**config.mk**
```make
export PLATFORM = sky130hd
export DESIGN_NAME = dynamo_speed_distance_meter_top
export DESIGN_NICKNAME = d
export VERILOG_FILES = /design/src/sv/dsdm_pkg.sv /design/src/sv/dynamo_speed_distance_meter_top.sv /design/src/sv/dsdm_div.sv /design/src/sv/dsdm_datapath.sv /design/src/sv/dsdm_ctrl.sv
export SDC_FILE = /design/constraint.sdc
export NUM_CORES = 2
export LEC_CHECK = 0
export ABC_AREA = 1
export BUFFER_PORTS_ARGS = -buffer_cell sky130_fd_sc_hd__clkbuf_2
export CORE_MARGIN = 5
export CORE_UTILIZATION = 55
export DETAILED_ROUTE_END_ITERATION = 8
export GPL_ROUTABILITY_DRIVEN = 0
export PLACE_DENSITY = 0.75
export RECOVER_POWER = 25
export SYNTH_ARGS = -nofsm -noshare
export SYNTH_HDL_FRONTEND = slang
export SYNTH_SLANG_ARGS = --single-unit
```
**constraint.sdc**
```tcl
create_clock -name clk -period 8.1 [get_ports clk]
set_clock_uncertainty 0.05 [all_clocks]
set_input_delay 0.81 -clock clk [delete_from_list [all_inputs] [get_ports clk]]
set_output_delay 0.81 -clock clk [all_outputs]
set_load 0.01 [all_outputs]
```
**src/sv/dsdm_pkg.sv**
```systemverilog
// Shared types, constants and command codes of the dynamo speed and distance meter.
package dsdm_pkg;

    localparam int unsigned DIVIDEND_W = 34;
    localparam int unsigned DIVISOR_W  = 20;
    localparam int unsigned WORK_W     = 34;
    localparam int unsigned MUL_A_W    = 28;
    localparam int unsigned MUL_B_W    = 28;

    localparam logic [15:0] MIN_PERIOD   = 16'd124;
    localparam logic [16:0] SUM_LIMIT    = 17'd8770;
    localparam logic [16:0] SUM_MAX      = 17'd131071;
    localparam logic [6:0]  COUNT_MAX    = 7'd127;
    localparam logic [12:0] SPEED_MAX    = 13'd8191;
    localparam logic [DIVIDEND_W-1:0] FREQ_NUM = 34'd877000;
    localparam logic [12:0] TEN          = 13'd10;
    localparam logic [MUL_B_W-1:0]    MUL_HUNDRED = 28'd100;
    localparam logic [MUL_B_W-1:0]    MUL_THIRTY_SIX = 28'd36;
    localparam logic [14:0] KM_DM        = 15'd10000;
    localparam logic [11:0] WHEEL_RESET  = 12'd2100;
    localparam logic [3:0]  DIGIT_NINE   = 4'd9;
    localparam logic [3:0]  ROUND_HALF   = 4'd5;

    // Divisions by constants run as reciprocal multiplications. The divisors 28, 1000000 and
    // 36 are split into a power of two, taken off by a shift, and an odd factor; ten is used
    // whole. The rounded-up reciprocal gives the exact quotient over the operand range that occurs here.
    localparam logic [MUL_B_W-1:0] RECIP_7     = 28'd599187;     // ceil(2^22 / 7)
    localparam int unsigned        RECIP_7_SH  = 22;
    localparam logic [MUL_B_W-1:0] RECIP_15625 = 28'd140737489;  // ceil(2^41 / 15625)
    localparam int unsigned        RECIP_M_SH  = 41;
    localparam logic [MUL_B_W-1:0] RECIP_10    = 28'd13108;      // ceil(2^17 / 10)
    localparam int unsigned        RECIP_10_SH = 17;
    localparam logic [MUL_B_W-1:0] RECIP_9     = 28'd466034;     // ceil(2^22 / 9)
    localparam int unsigned        RECIP_9_SH  = 22;

    typedef struct packed {
        logic [15:0] period_ticks;
        logic        display_busy;
    } in_item_t;

    typedef struct packed {
        logic [12:0] speed_raw;
        logic [6:0]  speed_whole;
        logic [3:0]  speed_tenths;
        logic        km_step;
    } out_item_t;

    typedef enum logic [3:0] {
        OP_IDLE,
        OP_DIV_F,
        OP_MUL_FC,
        OP_MUL_100,
        OP_DIV_28,
        OP_MUL_R,
        OP_MUL_36,
        OP_DIV_M,
        OP_DIV_10A,
        OP_DIV_10B,
        OP_MUL_S100,
        OP_DIV_36,
        OP_DIV_STEP,
        OP_OUT
    } dp_op_t;

    typedef struct packed {
        dp_op_t op;
        logic   accept;
        logic   div_start;
        logic   out_load;
    } cmd_t;

    typedef struct packed {
        logic go;
        logic div_done;
        logic out_free;
    } status_t;

endpackage

```
**src/sv/dynamo_speed_distance_meter_top.sv**
```systemverilog
// Top level of the dynamo speed and distance meter with its configuration port.
// Each input transaction carries one captured dynamo period in capture clock ticks and a
// display-busy flag. Periods below 124 ticks are dropped without effect; others add into a
// saturating tick sum and a saturating crossing counter. Once the sum reaches 8770 ticks
// while the display is idle, both are snapshotted and cleared and the block computes speed
// in hundredths of km/h, the rounded speed in whole km/h and tenths, and advances the
// distance in decimetres, raising km_step when a kilometre completes. A transaction that
// causes no result is taken without stalling and the next one can follow immediately. A
// transaction that starts a computation holds in_stall high until its result is loaded:
// the two divisions by a variable (by the tick sum and by the frequency) run on one
// restoring divider of 34 steps, the ten multiply and constant-division steps each use
// the shared multiplier, and a final step loads the result. The result sits in an output
// register, so new input transactions are taken while a finished result waits for the
// sink; the next computation only holds longer in its final load step if that earlier
// result is still undelivered. The wheel circumference register sits at byte address 0
// of the APB port and resets to 2100 mm.
module dynamo_speed_distance_meter_top
    import dsdm_pkg::*;
(
    input  logic        clk,
    input  logic        rst_n,
    input  logic        in_valid,
    output logic        in_stall,
    input  in_item_t    in_data,
    output logic        out_valid,
    input  logic        out_stall,
    output out_item_t   out_data,
    input  logic        psel,
    input  logic        penable,
    input  logic        pwrite,
    input  logic [1:0]  paddr,
    input  logic [31:0] pwdata,
    output logic [31:0] prdata,
    output logic        pready
);

    localparam logic [1:0] ADDR_WHEEL = 2'd0;

    logic [11:0] wheel_reg, wheel_next;
    cmd_t        cmd;
    status_t     st;
    logic        ctrl_idle;

    // The single register decodes at every address of the small window.
    always_comb
    begin
        wheel_next = wheel_reg;
        if (psel && penable && pwrite && (paddr[1:0] >= ADDR_WHEEL))
            wheel_next = pwdata[11:0];
    end

    always_ff @(posedge clk or negedge rst_n)
    begin
        if (!rst_n)
            wheel_reg <= WHEEL_RESET;
        else
            wheel_reg <= wheel_next;
    end

    assign prdata   = {20'd0, wheel_reg};
    assign pready   = 1'b1;
    assign in_stall = !ctrl_idle;

    dsdm_ctrl u_ctrl (
        .clk      (clk),
        .rst_n    (rst_n),
        .in_valid (in_valid),
        .st       (st),
        .cmd      (cmd),
        .idle     (ctrl_idle)
    );

    dsdm_datapath u_dp (
        .clk       (clk),
        .rst_n     (rst_n),
        .cmd       (cmd),
        .st        (st),
        .in_data   (in_data),
        .wheel_mm  (wheel_reg),
        .out_data  (out_data),
        .out_valid (out_valid),
        .out_stall (out_stall)
    );

    // A result is only loaded when the output register is empty or being drained.
    a_load_free: assert property (@(posedge clk) disable iff (!rst_n)
        cmd.out_load |-> (!out_valid || !out_stall))
        else $error("result loaded over an undelivered one");

    // A transaction that does not trigger a computation leaves the input open.
    a_no_go_open: assert property (@(posedge clk) disable iff (!rst_n)
        (in_valid && !in_stall && !st.go) |=> !in_stall)
        else $error("input stalled after a non-triggering transaction");

    // The divider never finishes in the cycle right after it is started.
    a_div_latency: assert property (@(posedge clk) disable iff (!rst_n)
        cmd.div_start |=> !st.div_done)
        else $error("divider finished too early");

endmodule

```
**src/sv/dsdm_div.sv**
```systemverilog
// Restoring serial divider, one quotient bit per cycle.
module dsdm_div
    import dsdm_pkg::*;
(
    input  logic                  clk,
    input  logic                  rst_n,
    input  logic                  start,
    input  logic [DIVIDEND_W-1:0] dividend,
    input  logic [DIVISOR_W-1:0]  divisor,
    output logic [DIVIDEND_W-1:0] quotient,
    output logic                  done
);

    localparam int unsigned CNT_W = $clog2(DIVIDEND_W);
    localparam logic [CNT_W-1:0] LAST = CNT_W'(DIVIDEND_W - 1);

    logic [DIVIDEND_W-1:0] quo_reg, quo_next;
    logic [DIVISOR_W-1:0]  rem_reg, rem_next;
    logic [DIVISOR_W-1:0]  den_reg, den_next;
    logic [CNT_W-1:0]      cnt_reg, cnt_next;
    logic                  busy_reg, busy_next;
    logic                  done_reg, done_next;
    logic [DIVISOR_W:0]    rem_shift;

    always_comb
    begin
        quo_next  = quo_reg;
        rem_next  = rem_reg;
        den_next  = den_reg;
        cnt_next  = cnt_reg;
        busy_next = busy_reg;
        done_next = 1'b0;
        rem_shift = {rem_reg, quo_reg[DIVIDEND_W-1]};
        if (start)
        begin
            quo_next  = dividend;
            rem_next  = '0;
            den_next  = divisor;
            cnt_next  = '0;
            busy_next = 1'b1;
        end
        else if (busy_reg)
        begin
            if (rem_shift >= {1'b0, den_reg})
            begin
                rem_next = DIVISOR_W'(rem_shift - {1'b0, den_reg});
                quo_next = {quo_reg[DIVIDEND_W-2:0], 1'b1};
            end
            else
            begin
                rem_next = rem_shift[DIVISOR_W-1:0];
                quo_next = {quo_reg[DIVIDEND_W-2:0], 1'b0};
            end
            cnt_next = cnt_reg + 1'b1;
            if (cnt_reg == LAST)
            begin
                busy_next = 1'b0;
                done_next = 1'b1;
            end
        end
    end

    always_ff @(posedge clk or negedge rst_n)
    begin
        if (!rst_n)
        begin
            busy_reg <= 1'b0;
            done_reg <= 1'b0;
            cnt_reg  <= '0;
        end
        else
        begin
            busy_reg <= busy_next;
            done_reg <= done_next;
            cnt_reg  <= cnt_next;
        end
    end

    always_ff @(posedge clk)
    begin
        quo_reg <= quo_next;
        rem_reg <= rem_next;
        den_reg <= den_next;
    end

    assign quotient  = quo_reg;
    assign done      = done_reg;

endmodule

```
**src/sv/dsdm_datapath.sv**
```systemverilog
// Accumulators, shared multiplier, divider and result register of the meter.
module dsdm_datapath
    import dsdm_pkg::*;
(
    input  logic        clk,
    input  logic        rst_n,
    input  cmd_t        cmd,
    output status_t     st,
    input  in_item_t    in_data,
    input  logic [11:0] wheel_mm,
    output out_item_t   out_data,
    output logic        out_valid,
    input  logic        out_stall
);

    logic [16:0] sum_reg, sum_next;
    logic [6:0]  cnt_reg, cnt_next;
    logic [13:0] dist_reg, dist_next;
    logic [16:0] t_reg, t_next;
    logic [6:0]  c_reg, c_next;
    logic [6:0]  f_reg, f_next;
    logic [12:0] s_reg, s_next;
    logic [9:0]  s10_reg, s10_next;
    logic [3:0]  r_reg, r_next;
    logic [6:0]  whole_reg, whole_next;
    logic [3:0]  d_reg, d_next;
    logic        km_reg, km_next;
    logic [WORK_W-1:0] w_reg, w_next;
    out_item_t   out_reg, out_next;
    logic        out_valid_reg, out_valid_next;

    logic [17:0] sum_add;
    logic [16:0] sum_sat;
    logic [6:0]  cnt_sat;
    logic        period_ok;
    logic [MUL_A_W-1:0] mul_a;
    logic [MUL_B_W-1:0] mul_b;
    logic [MUL_A_W+MUL_B_W-1:0] product;
    logic [14:0] mega_q;
    logic [9:0]  dec_q;
    logic                  div_start;
    logic [DIVIDEND_W-1:0] div_num;
    logic [DIVISOR_W-1:0]  div_den;
    logic [DIVIDEND_W-1:0] div_q;
    logic                  div_done;
    logic [14:0] dist_add;

    dsdm_div u_div (
        .clk       (clk),
        .rst_n     (rst_n),
        .start     (div_start),
        .dividend  (div_num),
        .divisor   (div_den),
        .quotient  (div_q),
        .done      (div_done)
    );

    assign div_start = cmd.div_start;
    assign sum_add   = {1'b0, sum_reg} + {2'b0, in_data.period_ticks};
    assign sum_sat   = (sum_add > {1'b0, SUM_MAX}) ? SUM_MAX : sum_add[16:0];
    assign cnt_sat   = (cnt_reg == COUNT_MAX) ? cnt_reg : cnt_reg + 1'b1;
    assign period_ok = (in_data.period_ticks >= MIN_PERIOD);
    assign product   = mul_a * mul_b;
    assign mega_q    = 15'(product >> RECIP_M_SH);
    assign dec_q     = 10'(product >> RECIP_10_SH);
    assign dist_add  = {1'b0, dist_reg} + {1'b0, div_q[13:0]};

    assign st.go       = period_ok && (sum_sat >= SUM_LIMIT) && !in_data.display_busy;
    assign st.div_done = div_done;
    assign st.out_free = !out_valid_reg || !out_stall;

    always_comb
    begin
        case (cmd.op)
            OP_MUL_FC:   begin mul_a = MUL_A_W'(f_reg); mul_b = MUL_B_W'(c_reg); end
            OP_DIV_28:   begin mul_a = w_reg[29:2]; mul_b = RECIP_7; end
            OP_MUL_R:    begin mul_a = w_reg[MUL_A_W-1:0]; mul_b = MUL_B_W'(wheel_mm); end
            OP_MUL_36:   begin mul_a = w_reg[MUL_A_W-1:0]; mul_b = MUL_THIRTY_SIX; end
            OP_DIV_M:    begin mul_a = w_reg[33:6]; mul_b = RECIP_15625; end
            OP_DIV_10A:  begin mul_a = MUL_A_W'(s_reg); mul_b = RECIP_10; end
            OP_DIV_10B:  begin mul_a = MUL_A_W'(s10_reg); mul_b = RECIP_10; end
            OP_MUL_S100: begin mul_a = MUL_A_W'(s_reg); mul_b = MUL_HUNDRED; end
            OP_DIV_36:   begin mul_a = w_reg[29:2]; mul_b = RECIP_9; end
            default:     begin mul_a = w_reg[MUL_A_W-1:0]; mul_b = MUL_HUNDRED; end
        endcase
        case (cmd.op)
            OP_DIV_F:    begin div_num = FREQ_NUM; div_den = DIVISOR_W'(t_reg); end
            default:     begin div_num = w_reg; div_den = DIVISOR_W'(f_reg); end
        endcase
    end

    always_comb
    begin
        sum_next       = sum_reg;
        cnt_next       = cnt_reg;
        dist_next      = dist_reg;
        t_next         = t_reg;
        c_next         = c_reg;
        f_next         = f_reg;
        s_next         = s_reg;
        s10_next       = s10_reg;
        r_next         = r_reg;
        whole_next     = whole_reg;
        d_next         = d_reg;
        km_next        = km_reg;
        w_next         = w_reg;
        out_next       = out_reg;
        out_valid_next = out_valid_reg && out_stall;

        if (cmd.accept && period_ok)
        begin
            if (st.go)
            begin
                t_next   = sum_sat;
                c_next   = cnt_sat;
                sum_next = '0;
                cnt_next = '0;
            end
            else
            begin
                sum_next = sum_sat;
                cnt_next = cnt_sat;
            end
        end

        case (cmd.op)
            OP_MUL_FC, OP_MUL_100, OP_MUL_R, OP_MUL_36:
                w_next = WORK_W'(product);
            OP_DIV_28:
                w_next = WORK_W'(product >> RECIP_7_SH);
            OP_DIV_M:
                s_next = (mega_q >= 15'd4096) ? SPEED_MAX : {mega_q[11:0], 1'b0};
            OP_DIV_10A:
                s10_next = dec_q;
            OP_DIV_10B:
            begin
                whole_next = dec_q[6:0];
                r_next     = 4'(s_reg - 13'(s10_reg) * TEN);
            end
            OP_MUL_S100:
            begin
                w_next = WORK_W'(product);
                d_next = 4'(s10_reg - 10'(whole_reg) * 10'(TEN));
            end
            OP_DIV_36:
                w_next = WORK_W'(product >> RECIP_9_SH);
            OP_OUT:
                if (cmd.out_load)
                begin
                    out_valid_next        = 1'b1;
                    out_next.speed_raw    = s_reg;
                    out_next.km_step      = km_reg;
                    out_next.speed_whole  = whole_reg;
                    out_next.speed_tenths = d_reg;
                    if (r_reg >= ROUND_HALF)
                    begin
                        if (d_reg == DIGIT_NINE)
                        begin
                            out_next.speed_whole  = whole_reg + 1'b1;
                            out_next.speed_tenths = '0;
                        end
                        else
                        begin
                            out_next.speed_tenths = d_reg + 1'b1;
                        end
                    end
                end
            default:
                ;
        endcase

        if (div_done)
        begin
            case (cmd.op)
                OP_DIV_F:   f_next = div_q[6:0];
                OP_DIV_STEP:
                begin
                    if (dist_add > KM_DM)
                    begin
                        dist_next = 14'(dist_add - KM_DM);
                        km_next   = 1'b1;
                    end
                    else
                    begin
                        dist_next = dist_add[13:0];
                        km_next   = 1'b0;
                    end
                end
                default:
                    ;
            endcase
        end
    end

    always_ff @(posedge clk or negedge rst_n)
    begin
        if (!rst_n)
        begin
            sum_reg       <= '0;
            cnt_reg       <= '0;
            dist_reg      <= '0;
            out_valid_reg <= 1'b0;
        end
        else
        begin
            sum_reg       <= sum_next;
            cnt_reg       <= cnt_next;
            dist_reg      <= dist_next;
            out_valid_reg <= out_valid_next;
        end
    end

    always_ff @(posedge clk)
    begin
        t_reg     <= t_next;
        c_reg     <= c_next;
        f_reg     <= f_next;
        s_reg     <= s_next;
        s10_reg   <= s10_next;
        r_reg     <= r_next;
        whole_reg <= whole_next;
        d_reg     <= d_next;
        km_reg    <= km_next;
        w_reg     <= w_next;
        out_reg   <= out_next;
    end

    assign out_data  = out_reg;
    assign out_valid = out_valid_reg;

endmodule

```
**src/sv/dsdm_ctrl.sv**
```systemverilog
// Sequencer that steps the datapath through one speed and distance computation.
module dsdm_ctrl
    import dsdm_pkg::*;
(
    input  logic    clk,
    input  logic    rst_n,
    input  logic    in_valid,
    input  status_t st,
    output cmd_t    cmd,
    output logic    idle
);

    typedef enum logic [13:0] {
        S_IDLE     = 14'b00000000000001,
        S_DIV_F    = 14'b00000000000010,
        S_MUL_FC   = 14'b00000000000100,
        S_MUL_100  = 14'b00000000001000,
        S_DIV_28   = 14'b00000000010000,
        S_MUL_R    = 14'b00000000100000,
        S_MUL_36   = 14'b00000001000000,
        S_DIV_M    = 14'b00000010000000,
        S_DIV_10A  = 14'b00000100000000,
        S_DIV_10B  = 14'b00001000000000,
        S_MUL_S100 = 14'b00010000000000,
        S_DIV_36   = 14'b00100000000000,
        S_DIV_STEP = 14'b01000000000000,
        S_OUT      = 14'b10000000000000
    } state_t;

    state_t state_reg, state_next;
    logic   first_reg, first_next;
    logic   next_is_div;

    // Divisions by constants are reciprocal multiply steps; only the
    // divisions by the snapshot sum and by the frequency use the serial divider.
    always_comb
    begin
        state_next    = state_reg;
        cmd.op        = OP_IDLE;
        cmd.accept    = 1'b0;
        cmd.out_load  = 1'b0;
        cmd.div_start = first_reg;
        unique case (state_reg)
            S_IDLE:
            begin
                cmd.accept = in_valid;
                if (in_valid && st.go)
                    state_next = S_DIV_F;
            end
            S_DIV_F:
            begin
                cmd.op = OP_DIV_F;
                if (st.div_done)
                    state_next = S_MUL_FC;
            end
            S_MUL_FC:
            begin
                cmd.op     = OP_MUL_FC;
                state_next = S_MUL_100;
            end
            S_MUL_100:
            begin
                cmd.op     = OP_MUL_100;
                state_next = S_DIV_28;
            end
            S_DIV_28:
            begin
                cmd.op     = OP_DIV_28;
                state_next = S_MUL_R;
            end
            S_MUL_R:
            begin
                cmd.op     = OP_MUL_R;
                state_next = S_MUL_36;
            end
            S_MUL_36:
            begin
                cmd.op     = OP_MUL_36;
                state_next = S_DIV_M;
            end
            S_DIV_M:
            begin
                cmd.op     = OP_DIV_M;
                state_next = S_DIV_10A;
            end
            S_DIV_10A:
            begin
                cmd.op     = OP_DIV_10A;
                state_next = S_DIV_10B;
            end
            S_DIV_10B:
            begin
                cmd.op     = OP_DIV_10B;
                state_next = S_MUL_S100;
            end
            S_MUL_S100:
            begin
                cmd.op     = OP_MUL_S100;
                state_next = S_DIV_36;
            end
            S_DIV_36:
            begin
                cmd.op     = OP_DIV_36;
                state_next = S_DIV_STEP;
            end
            S_DIV_STEP:
            begin
                cmd.op = OP_DIV_STEP;
                if (st.div_done)
                    state_next = S_OUT;
            end
            S_OUT:
            begin
                cmd.op = OP_OUT;
                if (st.out_free)
                begin
                    cmd.out_load = 1'b1;
                    state_next   = S_IDLE;
                end
            end
            default:
                state_next = S_IDLE;
        endcase
    end

    always_comb
    begin
        unique case (state_next)
            S_DIV_F, S_DIV_STEP:
                next_is_div = 1'b1;
            default:
                next_is_div = 1'b0;
        endcase
        first_next = next_is_div && (state_next != state_reg);
    end

    always_ff @(posedge clk or negedge rst_n)
    begin
        if (!rst_n)
        begin
            state_reg <= S_IDLE;
            first_reg <= 1'b0;
        end
        else
        begin
            state_reg <= state_next;
            first_reg <= first_next;
        end
    end

    assign idle = (state_reg == S_IDLE);

endmodule

```
==> impl_metrics.tcl <==
set metrics [dict create \
    dieArea_um2 73400 \
    clock_latency_ns 0.55 \
    synth_flop_cell "edfxtp_1" \
    grt_util_all_layers_pct 31.2 \
    crit_start "u_ctrl.state_reg[0]" \
    synthSimpleGateAreaFrac_pct 16.5 \
    clockRootBuffer "clkbuf_16" \
    final_cell_mix "inv_1, nand2_1, buf_4, fa_1, nor2_1" \
    total_power_mw 5.55 \
    boundaryPins 118 \
    core_area_um2 67300 \
    finalNonFillerCells 5879 \
    synth-adder-area-share_pct 39.3 \
    syn_area_um2 37400 \
    tightest_slew_ns 4.22 \
    dr.pass1.iters 8 \
    critPathMaxStageDelay_ns 0.57 \
    cp_slowest_cell "fa_1" \
    synth_compound_area_share_pct 7.77 \
    final_hold_viol_count 0 \
    rows 95 \
    rsz0062_at_grt "true" \
    cts_made_buffers 26 \
    fmax_ghz 0.114 \
    grt_pass1_wl_um 181000 \
    yosys_warnings 0 \
    worst_slack_ns -0.664 \
    drt_iter0_drc 4467 \
    clk_pin_slew_ns 0.07 \
    dp_cells 5722 \
    r2r-start "u_ctrl.state_reg[0]" \
    clock-sinks 274 \
    nNetsFinal 5908 \
    crit_type "reg2reg" \
    holdBufCountCts 0 \
    grt_max_degree 75 \
    violations "max-capacitance violations, max-slew violations, negative setup slack" \
    slew_viol_final 75 \
    hp-class "reg2reg" \
    port_buffers 74 \
    grt_overflow 0 \
    hpwl_um 93100 \
    final_layout_size_suffix_gt1_share_pct 26.1 \
    ir_drop_uv 205 \
    route.detailed.drc 0 \
    period_needed_ns 8.76 \
    critPathArrivalTime_ns 9.00 \
    cp_max_fo 7 \
    synth-edff-count 180 \
    post-route-period-util_pct 108 \
    synth-xor-area-share_pct 2.61 \
    htreeDepth 1 \
    hp-start "u_dp.km_reg" \
    antenna_found_initial 4 \
    async_flop_share_pct 27.0 \
    synth_area_per_cell_um2 8.53 \
    fin_hold_ws_ns 0.372 \
    post-place-ws_ns -0.702 \
    die_w_um 271 \
    die_y_um 271 \
    tritoncts "yes" \
    vias_per_cell 5.82 \
    synthToLayoutAreaGrowth_pct 24.4 \
    max_slew_margin_pct -181 \
    final_antenna_net_count 0 \
    synthDistinctLibCells 83 \
    worstSetupStartpointType "flip-flop" \
    end_kind "flip-flop" \
    ys_seq_area_share_pct 20.5 \
    final_common_cell "inv_1" \
    ys_seq_elements 274 \
    status "finished with violations" \
    vias 34200 \
    wirelength_um 127000 \
    cellPowerDensity_nw_per_um2 119 \
    setup_viol 52 \
    syn_inst 4389 \
    start_util_pct 55.6 \
    p_leak_nw 24.0 \
    cp.required_ns 8.33 \
    wl_per_cell_um 21.6 \
    muxShareOfSynthArea_pct 0.401 \
    synth_top_family_by_area "adder cells" \
    cts_buffer_depth 3 \
    drv_cap 1 \
    grt_pass1_vias 33500 \
]
==> where the power goes <==
group | switching, mW | leakage, nW | internal [mW]
combinational | 1.41 | 20.8 | 0.841
sequential | 0.183 | 2.77 | 1.85
clock | 0.547 | 0.420 | 0.720
==> cells by family after synthesis <==
kind of cell	count (synthesis)
flip-flops	274
buffers and inverters	1233
other	2
XOR/XNOR	102
adder cells (fa/ha/maj)	866
multiplexers	14
AND/OR/NAND/NOR	1436
AO/OA/AOI/OAI	462
==> per-stage QoR <==
step,cell area [µm²],utilization (%),TNS (ns)
6_report,46600,69.2,-19.33
5_1_grt,46500,69.2,-29.76
4_1_cts,44600,66.2,-6.22
3_5_place_dp,42400,63.1,-21.63
3_3_place_gp,42400,63.1,-16.19
2_1_floorplan,37500,-,0
==> worst max-delay path: cells and delay by family (launching register included) <==
family	cells	cell delay, ns
AO/OA/AOI/OAI	5	1.03
buffers and inverters	14	1.13
adder cells (fa/ha/maj)	8	3.93
flip-flops	1	0.54
XOR/XNOR	1	0.21
AND/OR/NAND/NOR	16	1.60
==> path summary, 6_finish.rpt <==
kind / endpoint / slack [ns] / depth (start not counted)
min in group asynchronous: u_dp.sum_reg[11] / 1.68 / 1
max: u_dp.s_reg[9] / -0.66 / 44
max reg2reg: u_dp.s_reg[9] / -0.66 / 44
max in group asynchronous: u_ctrl.state_reg[11] / 3.63 / 1
min reg2reg: u_dp.out_data[0] / 0.37 / 0
min: u_dp.out_data[0] / 0.37 / 0
==> area by class of cell <==
cell class              count  area (µm²)
clock inverters            10         131
multi-input cells        2902       27100
well taps                 873        1090
fillers                  4623       20700
inverters                1098        4200
clock buffers              38         727
repair buffers            682        5680
diodes                      2        5.00
flip-flops and latches    274        7670
==> routing by layer <==
layer,global-route usage [%],up-vias,wire length (µm)
li1,-,14700,-
met2,51.4,2351,57400
met4,15.2,4,11200
met1,40.1,16400,43800
met5,0,-,30
met3,5.64,781,14300
==> what timing repair did <==
action                                  4_1_cts  5_1_grt
endpoints found under the setup margin       59       64
pin swaps                                    70      171
gates resized for setup                     208      367
cloned                                        2        4
setup buffers                                38       69
==> synth_stat cells (all sizes together), types with 7 or more instances <==
cell,number,share of area [%]
fa,515,28
clkbuf,57,0.57
nand2,724,7.6
ha,351,12
a21o,12,0.24
o21ai,143,2.0
xor2,56,1.5
o21bai,7,0.21
mux2,8,0.24
edfxtp,180,14
o221ai,20,0.48
inv,1094,11
xnor2,46,1.1
o31ai,25,0.50
nand3b,9,0.18
or2,15,0.26
buf,78,1.4
nor2,487,5.2
a21oi,156,2.2
a221oi,11,0.29
nor4,19,0.42
a31oi,26,0.43
nor3,36,0.55
nand3,110,1.6
dfrtp,69,4.6
dfxtp,20,1.1
o22ai,27,0.47
nand4,31,0.64
No activity file was read; power rests on OpenSTA's default activity.
